## src/sv/imhq_ram.sv

```systemverilog
// generic single write, single read ram with registered read data
// no dependencies
`default_nettype none
module imhq_ram #(
  parameter int WIDTH = 8,
  parameter int DEPTH = 16
) (
  input  wire logic                     clk,
  input  wire logic                     we,
  input  wire logic [$clog2(DEPTH)-1:0] waddr,
  input  wire logic [WIDTH-1:0]         wdata,
  input  wire logic [$clog2(DEPTH)-1:0] raddr,
  output logic      [WIDTH-1:0]         rdata
);

  logic [WIDTH-1:0] mem [DEPTH];
  logic [WIDTH-1:0] rdata_r;

  always_ff @(posedge clk) begin
    if (we) begin
      mem[waddr] <= wdata;
    end
    rdata_r <= mem[raddr];
  end

  assign rdata = rdata_r;

endmodule
`default_nettype wire
```

## config.mk

```make
export PLATFORM = sky130hd
export DESIGN_NAME = imhq_ram
export DESIGN_NICKNAME = d
export VERILOG_FILES = /design/src/sv/imhq_ram.sv
export SDC_FILE = /design/constraint.sdc
export NUM_CORES = 1
export LEC_CHECK = 0
export ABC_AREA = 1
export CAP_MARGIN = 20
export CELL_PAD_IN_SITES_DETAIL_PLACEMENT = 1
export CELL_PAD_IN_SITES_GLOBAL_PLACEMENT = 2
export CORE_MARGIN = 2
export CORE_UTILIZATION = 39
export CTS_BUF_LIST = sky130_fd_sc_hd__clkbuf_4 sky130_fd_sc_hd__clkbuf_8
export DETAILED_ROUTE_END_ITERATION = 8
export DONT_BUFFER_PORTS = 1
export GPL_ROUTABILITY_DRIVEN = 0
export HOLD_SLACK_MARGIN = 0.02
export PLACE_DENSITY = 0.77
export SLEW_MARGIN = 0
export SYNTH_ARGS = -nofsm -noshare
export SYNTH_HDL_FRONTEND = slang
export SYNTH_SLANG_ARGS = --single-unit
export TNS_END_PERCENT = 1
```

## constraint.sdc

```tcl
create_clock -name clk -period 1.2 [get_ports clk]
set_clock_uncertainty 0.15 [all_clocks]
set_input_delay 0.18 -clock clk [delete_from_list [all_inputs] [get_ports clk]]
set_output_delay 0.18 -clock clk [all_outputs]
set_load 0.01 [all_outputs]
```

After elaboration in Yosys (flattened, before gate mapping)
Memories as Yosys holds them, arrays and structs flattened. A register that Yosys moved wholly into a read port is not among the register bits. Index checks and enable logic that the tools add are counted.

Muxes and demuxes: 2. Multiply operators: 0. Bitwise operators: 0. Equality and inequality tests: 0. $add $sub $neg: 0. Reduce and logical (&&, ||, !) cells: 0. Div/mod/pow operators: 0. Shifts and indexed selects: 0. $lt $le $gt $ge: 0.

Operator list (number): 2-to-1 mux 1 bit (2).

Bits of input ports: 18. Memory bits (read-only): 0. Bits in latches: 0. Bits in writable memories: 128. Memories: 1. Register bits: 0. Word-level logic and storage cells: 3.

Memories: mem (depth 16, bits a word 8, rd ports 1, clocked after Yosys merged registers in 1, wr ports 1, RTL line 16) `logic [WIDTH-1:0] mem [DEPTH];`.

Depth between registers and ports, before layout
Gate-level depths: netlist (run 1).

Word-level depth: 2. Depth in mapped cells: 8. Gate-level depth less buffers: 7.

Worst setup path after synthesis (run 1)
OpenSTA, ideal clock, no wires.

Kind: input -> register. Start point: input waddr[3]. End point: memory mem[4][0] (enable). Stages on the path: 2. Setup time: 0.370 ns. Data arrival time: 0.761 ns. Data required time: 0.680 ns. Path slack: -0.081 ns. Path buffers: 0. Cells stage by stage: nand3b_1 nor2_1.

RTL lines: from (decl) (RTL line 10) `input wire logic [$clog2(DEPTH)-1:0] waddr,`; to (decl) (RTL line 16).

No word-level cell before the write port.

Worst setup path after layout (run 1)
Start point: input wdata[2]. End point: memory mem[13][2], data pin.

RTL lines: from (decl) (RTL line 11) `input wire logic [WIDTH-1:0] wdata,`.

No word-level cell before the write port.

==> impl_metrics.ini, run 1 <==
[worst_setup_path]
worstPathMaxFanout = 16
cp-end-kind = register
rr_worst_depth = 6
crit_required_ns = 1.20
crit_buf_inv = 1
path_class = in2reg
path_cells = dlygate4sd3_1
timing.rr.start = mem[0][1]
rr_endpoint = rdata[1]
start_kind = primary input
cp.arrival_ns = 1.16
critical_path.top_delay_family = buffers and inverters
rrSetupSlack_ns = 0.06
cpPeakStageDelay_ns = 0.97
slowest_stage = dlygate4sd3_1

[clock_network]
cts.clk_slew.worst_paths_ns = 0.07
clock-sinks = 136
post_cts_buffers = 0
cts_hold_buf = 3
clk_path_buf_depth = 2
cts_tree = built
clock_latency_ns = 0.45
numCtsBuffers = 17
cts_root_buf = clkbuf_8
cts.htree.levels = 4

[synth]
synth_xor_area_frac = 0
synth_seq_area_share = 0.694
synthTopCellsByArea = edfxtp_1, nand2_1, nand3_1
synth_compound_area_frac = 0
synth_most_common_cell = nand2_1
ys_ff_latch = 136
post_synth_fa_ha_maj_area_fraction = 0
synthArstFlopShare = 0
yosys.area.top_type = edfxtp_1
synth_warnings = 0
syn_avg_cell_area_um2 = 10.5
muxShareOfSynthArea = 0
synthDistinctLibCells = 12
synth-edff-count = 128
synth_top_family_by_area = simple AND/OR/NAND/NOR gates
yosys.area_share.simple = 0.210
netlist_area_um2 = 5770
synth_ff_type = edfxtp_1
syn_inst = 551
synthTopCellsByCount = nand2_1, edfxtp_1, inv_1
synth_top_area_frac = 0.667
syn_nets = 569

[global_route]
grt_pass1_vias = 3907
antenna_found_initial = 0
grt_max_degree = 66
grt_usage = 0.195
gr-total-overflow = 0
grt_pass1_wl_um = 22400

[final_layout]
syn_to_final_growth_pct = 13.3
nNetsFinal = 591
fin_util = 0.451
design_area_um2 = 6530
diodes = 0
drive_gt1_frac = 0.114

[outcome]
status = complete, but fails checks
violations = hold timing

[routing]
drt_iter0_drc = 186
highest_layer = met4
met2_wirelength_um = 6900
wl_met1_um = 6570
met3_length_um = 617
drc = 0
wl_um = 14400
routedWlPerCell_um = 18.8
num_vias = 3797
via_per_inst = 4.93
ant_nets = 0
dr.pass1.iters = 4

[sta]
rsz0062_at_grt = false
max_freq_mhz = 862
final_max_slew_viol_count = 0
period_share = 0.966
worstMarginPinSlew_ns = 0.759
finalHoldViolCount = 88
min_period_ns = 1.16
fin_tns_setup_ns = 0
holdWs_ns = -0.324
relSlewSlack = 0.494
setup_violations = 0

[hold_path]
hold_path.class = in2reg
hold_start = wdata[0]
min_to = mem[7][0]
whs_path_depth = 0

[power]
vdd_drop_max_mv = 0.747
p_per_area_nw_per_um2 = 1440
p_leak_nw = 2.81

[placed_design]
dpl-instance-area_um2 = 6070
io_buffers = 0
dp_hpwl_um = 9080

[floorplan]
fp.dieH_um = 126
fp.dieW_um = 126
ios = 26
initial_utilization = 0.398
core_area_um2 = 14500
dieArea_um2 = 15800
num_rows = 44

[job]
max_cap_violations = 0
-- per-layer routing --
| metal | track usage | up-vias |
|---|---|---|
| met5 | 0 | - |
| met4 | 0.0765 | 0 |
| met3 | 0.0565 | 22 |
| met2 | 0.305 | 76 |
| met1 | 0.258 | 1883 |
| li1 | - | 1816 |
-- cells in the final DEF (no fill, tap or decap), drive strengths merged --
cell | Yosys | layout
nand3b | 2 | 2
dlygate4sd3 | 0 | 1
edfxtp | 128 | 128
inv | 102 | 102
clkbuf | 0 | 20
clkinvlp | 0 | 1
dlymetal6s4s | 0 | 2
clkinv | 0 | 9
nand3 | 97 | 97
nor2 | 17 | 17
bufinv | 0 | 2
nand2 | 173 | 173
buf | 24 | 24
dfxtp | 8 | 8
-- kinds of logic (layout without fill, tap and decap cells) --
logic type    after synthesis  after routing
simple gates              289            289
buf+inv                   126            161
flops                     136            136
-- area by class of cell --
| cell class | instances | area (um^2) |
|---|---|---|
| repair buffers | 27 | 278 |
| clock inverters | 12 | 109 |
| fillers | 1617 | 7950 |
| inverters | 102 | 383 |
| clock buffers | 20 | 256 |
| multi-input cells | 289 | 1270 |
| flip-flops and latches | 136 | 4010 |
| well taps | 184 | 230 |
-- sequential cells by signal (all words and copies together), names as in the netlist --
| signal | count |
|---|---|
| mem | 128 |
| rdata | 8 |
-- worst max-delay path by stage --
| stage | start | endpoint | slack (ns) | depth (start not counted) |
|---|---|---|---|---|
| finish | wdata[2] | mem[13][2] | 0.04 | 1 |
| global route | mem[3][4] | rdata[4] | 0.0007 | 6 |
| CTS | mem[0][0] | rdata[0] | 0.003 | 6 |
| detailed placement | waddr[2] | mem[9][7] | -0.09 | 3 |
| global placement | waddr[2] | mem[10][5] | -0.08 | 3 |
| floorplan | waddr[3] | mem[4][0] | -0.08 | 2 |
-- power by group --
part           internal [mW]  switching (mW)  leakage [nW]  total [mW]
sequential              5.31          0.0520          1.22        5.36
clock                   1.86            1.65         0.193        3.52
combinational          0.191           0.337          1.39       0.528
total                   7.36            2.04          2.81        9.41
-- what timing repair did --
action,in CTS,in global routing
endpoints found under the hold margin,136,88
setup endpoints to repair,2,38
pin swaps,0,1
gates resized for setup,3,12
-- stage by stage --
step           power (mW)  worst slack [ns]  cells
2_1_floorplan        5.82           -0.0808    551
3_3_place_gp         5.93           -0.0797    735
3_5_place_dp         5.94           -0.0911    735
4_1_cts              9.50           0.00251    770
5_1_grt              9.74          0.000653    770
6_report             9.41            0.0403    770
No activity file was read; power rests on OpenSTA's default activity.
==> run 2, diff against run 1 <==
CORE_UTILIZATION = 38   (was 39)
CTS_BUF_LIST = sky130_fd_sc_hd__clkbuf_8 sky130_fd_sc_hd__clkbuf_16   (was sky130_fd_sc_hd__clkbuf_4 sky130_fd_sc_hd__clkbuf_8)
PLACE_DENSITY = 0.78   (was 0.77)
SLEW_MARGIN = unset   (was 0)
==> run 2 against run 1 <==
Non-clock buffer count grew 6. Count of clock-buffer cells in the layout shrank 3. Via count shrank 0.53%. Hold slack gained 0.034 ns. Worst setup slack gained 0.019 ns. Global-route usage shrank 0.24 points. Register-to-register slack is essentially flat. The run still ends with hold timing left. Routed wire length grew 0.90%. Utilization grew 0.41 points.
==> impl_metrics.ini, run 2 (same netlist as run 1, synthesis figures left out) <==
[outcome]
violations = hold timing
status = complete, but fails checks

[sta]
worstMarginPinSlew_ns = 0.725
finalHoldViolCount = 56
max_freq_mhz = 877
fin_tns_setup_ns = 0
rsz0062_at_grt = true
holdWs_ns = -0.290
min_period_ns = 1.14
period_share = 0.951
fin_ws_ns = 0.0593
setup_violations = 0
final_max_slew_viol_count = 0
relSlewSlack = 0.517

[clock_network]
cts.htree.levels = 4
clk_path_buf_depth = 2
cts_hold_buf = 5
numCtsBuffers = 17
cts_root_buf = clkbuf_16
cts.clk_slew.worst_paths_ns = 0.06
cts_tree = built
clock_latency_ns = 0.42
post_cts_buffers = 0
clock-sinks = 136

[floorplan]
fp.dieW_um = 127
fp.dieH_um = 127
num_rows = 45
core_area_um2 = 15000
initial_utilization = 0.384
ios = 26
dieArea_um2 = 16200

[final_layout]
filler_cell_count = 1618
diodes = 0
final_cell_mix = nand2_1, edfxtp_1, inv_1
multi_input_area_um2 = 1260
drive_gt1_frac = 0.122
top_register = mem
seqCellArea_um2 = 4010
largest_reg_flops = 128
nNetsFinal = 597
layout_commonest_cell = nand2_1
syn_to_final_growth_pct = 18.7

[hold_path]
hold_start = wdata[3]
hold_path.class = in2reg

[worst_setup_path]
timing.rr.start = mem[1][6]
cp-end-kind = register
crit_path_start = mem[1][6]
crit_required_ns = 1.36
worstPathMaxFanout = 1
path_class = reg2reg
start_kind = register
cp.arrival_ns = 1.30
path_cells = inv_1 -> nand2_1 -> nand3_1 -> nand3_1 -> nand3_2 -> nand2_1
slowest_stage = edfxtp_1
cpPeakStageDelay_ns = 0.37

[routing]
drt_iter0_drc = 197
num_vias = 3777
ant_nets = 0
wl_um = 14600
via_per_inst = 4.84
dr.pass1.iters = 6
routedWlPerCell_um = 18.7
drc = 0

[global_route]
grt_usage = 0.193
grt.busiest_layer = met2
grt_pass1_vias = 4123
gr-total-overflow = 0
gr-usage-met3 = 0.0398
grt_pass1_wl_um = 22700
use_met2 = 0.332
grt_max_degree = 66
antenna_found_initial = 0
met1_usage = 0.236

[power]
power.total_mw = 11.4
p_leak_nw = 2.98
vdd_drop_max_mv = 0.947
p_per_area_nw_per_um2 = 1670

[placed_design]
post-place-ws_ns = -0.112
io_buffers = 0
dp_hpwl_um = 9420

[job]
max_cap_violations = 0
[run 2: cell count changes in the layout (fill, tap and decap cells not counted), sizes merged]
| cell | change |
|---|---|
| dlymetal6s4s | +3 |
| dlygate4sd3 | -1 |
| buf | +4 |
| bufinv | +3 |
| clkbuf | -3 |
[run 2: power by group]
part / internal, mW / switching (mW)
sequential: 5.32 / 0.0565
clock: 3.65 / 1.89
combinational: 0.192 / 0.345
[run 2: area by class of cell]
class / count / area share
clock inverters: 15 / 0.0303
flip-flops and latches: 136 / 0.585
inverters: 102 / 0.0559
repair buffers: 33 / 0.0472
well taps: 188 / 0.0344
multi-input cells: 289 / 0.185
clock buffers: 17 / 0.0622
[run 2: per-stage QoR]
| stage | utilization | hold WS [ns] | instance area [um^2] | std cells |
|---|---|---|---|---|
| 2_1_floorplan | - | 0.129 | 5770 | 551 |
| 3_3_place_gp | 0.405 | 0.130 | 6100 | 743 |
| 3_5_place_dp | 0.405 | 0.130 | 6100 | 743 |
| 4_1_cts | 0.451 | -0.306 | 6780 | 780 |
| 5_1_grt | 0.455 | -0.309 | 6840 | 780 |
| 6_report | 0.455 | -0.290 | 6840 | 780 |
[run 2: final timing paths]
check	cells past startpoint	endpoint	slack [ns]
max	6	rdata[6]	0.06
min	0	mem[7][3]	-0.29
max reg2reg	6	rdata[6]	0.06
min reg2reg	6	rdata[1]	0.54
[run 2: timing repair]
item	CTS	global route
resized for setup	2	15
endpoints found under the hold margin	136	56
pin swaps	0	1
endpoints found under the setup margin	2	85
[run 2: layer usage]
| metal | vias up | part of all wire |
|---|---|---|
| met3 | 21 | 0.034 |
| met2 | 64 | 0.50 |
| met1 | 1866 | 0.45 |
| met5 | - | 0 |
| met4 | 0 | 0.019 |
| li1 | 1826 | - |
[run 2: critical path: cells and delay by family, from the launching register on]
kind,cells,cell delay (ns)
and+or+nand+nor,5,0.45
buffers and inverters,1,0.06
DFF,1,0.37
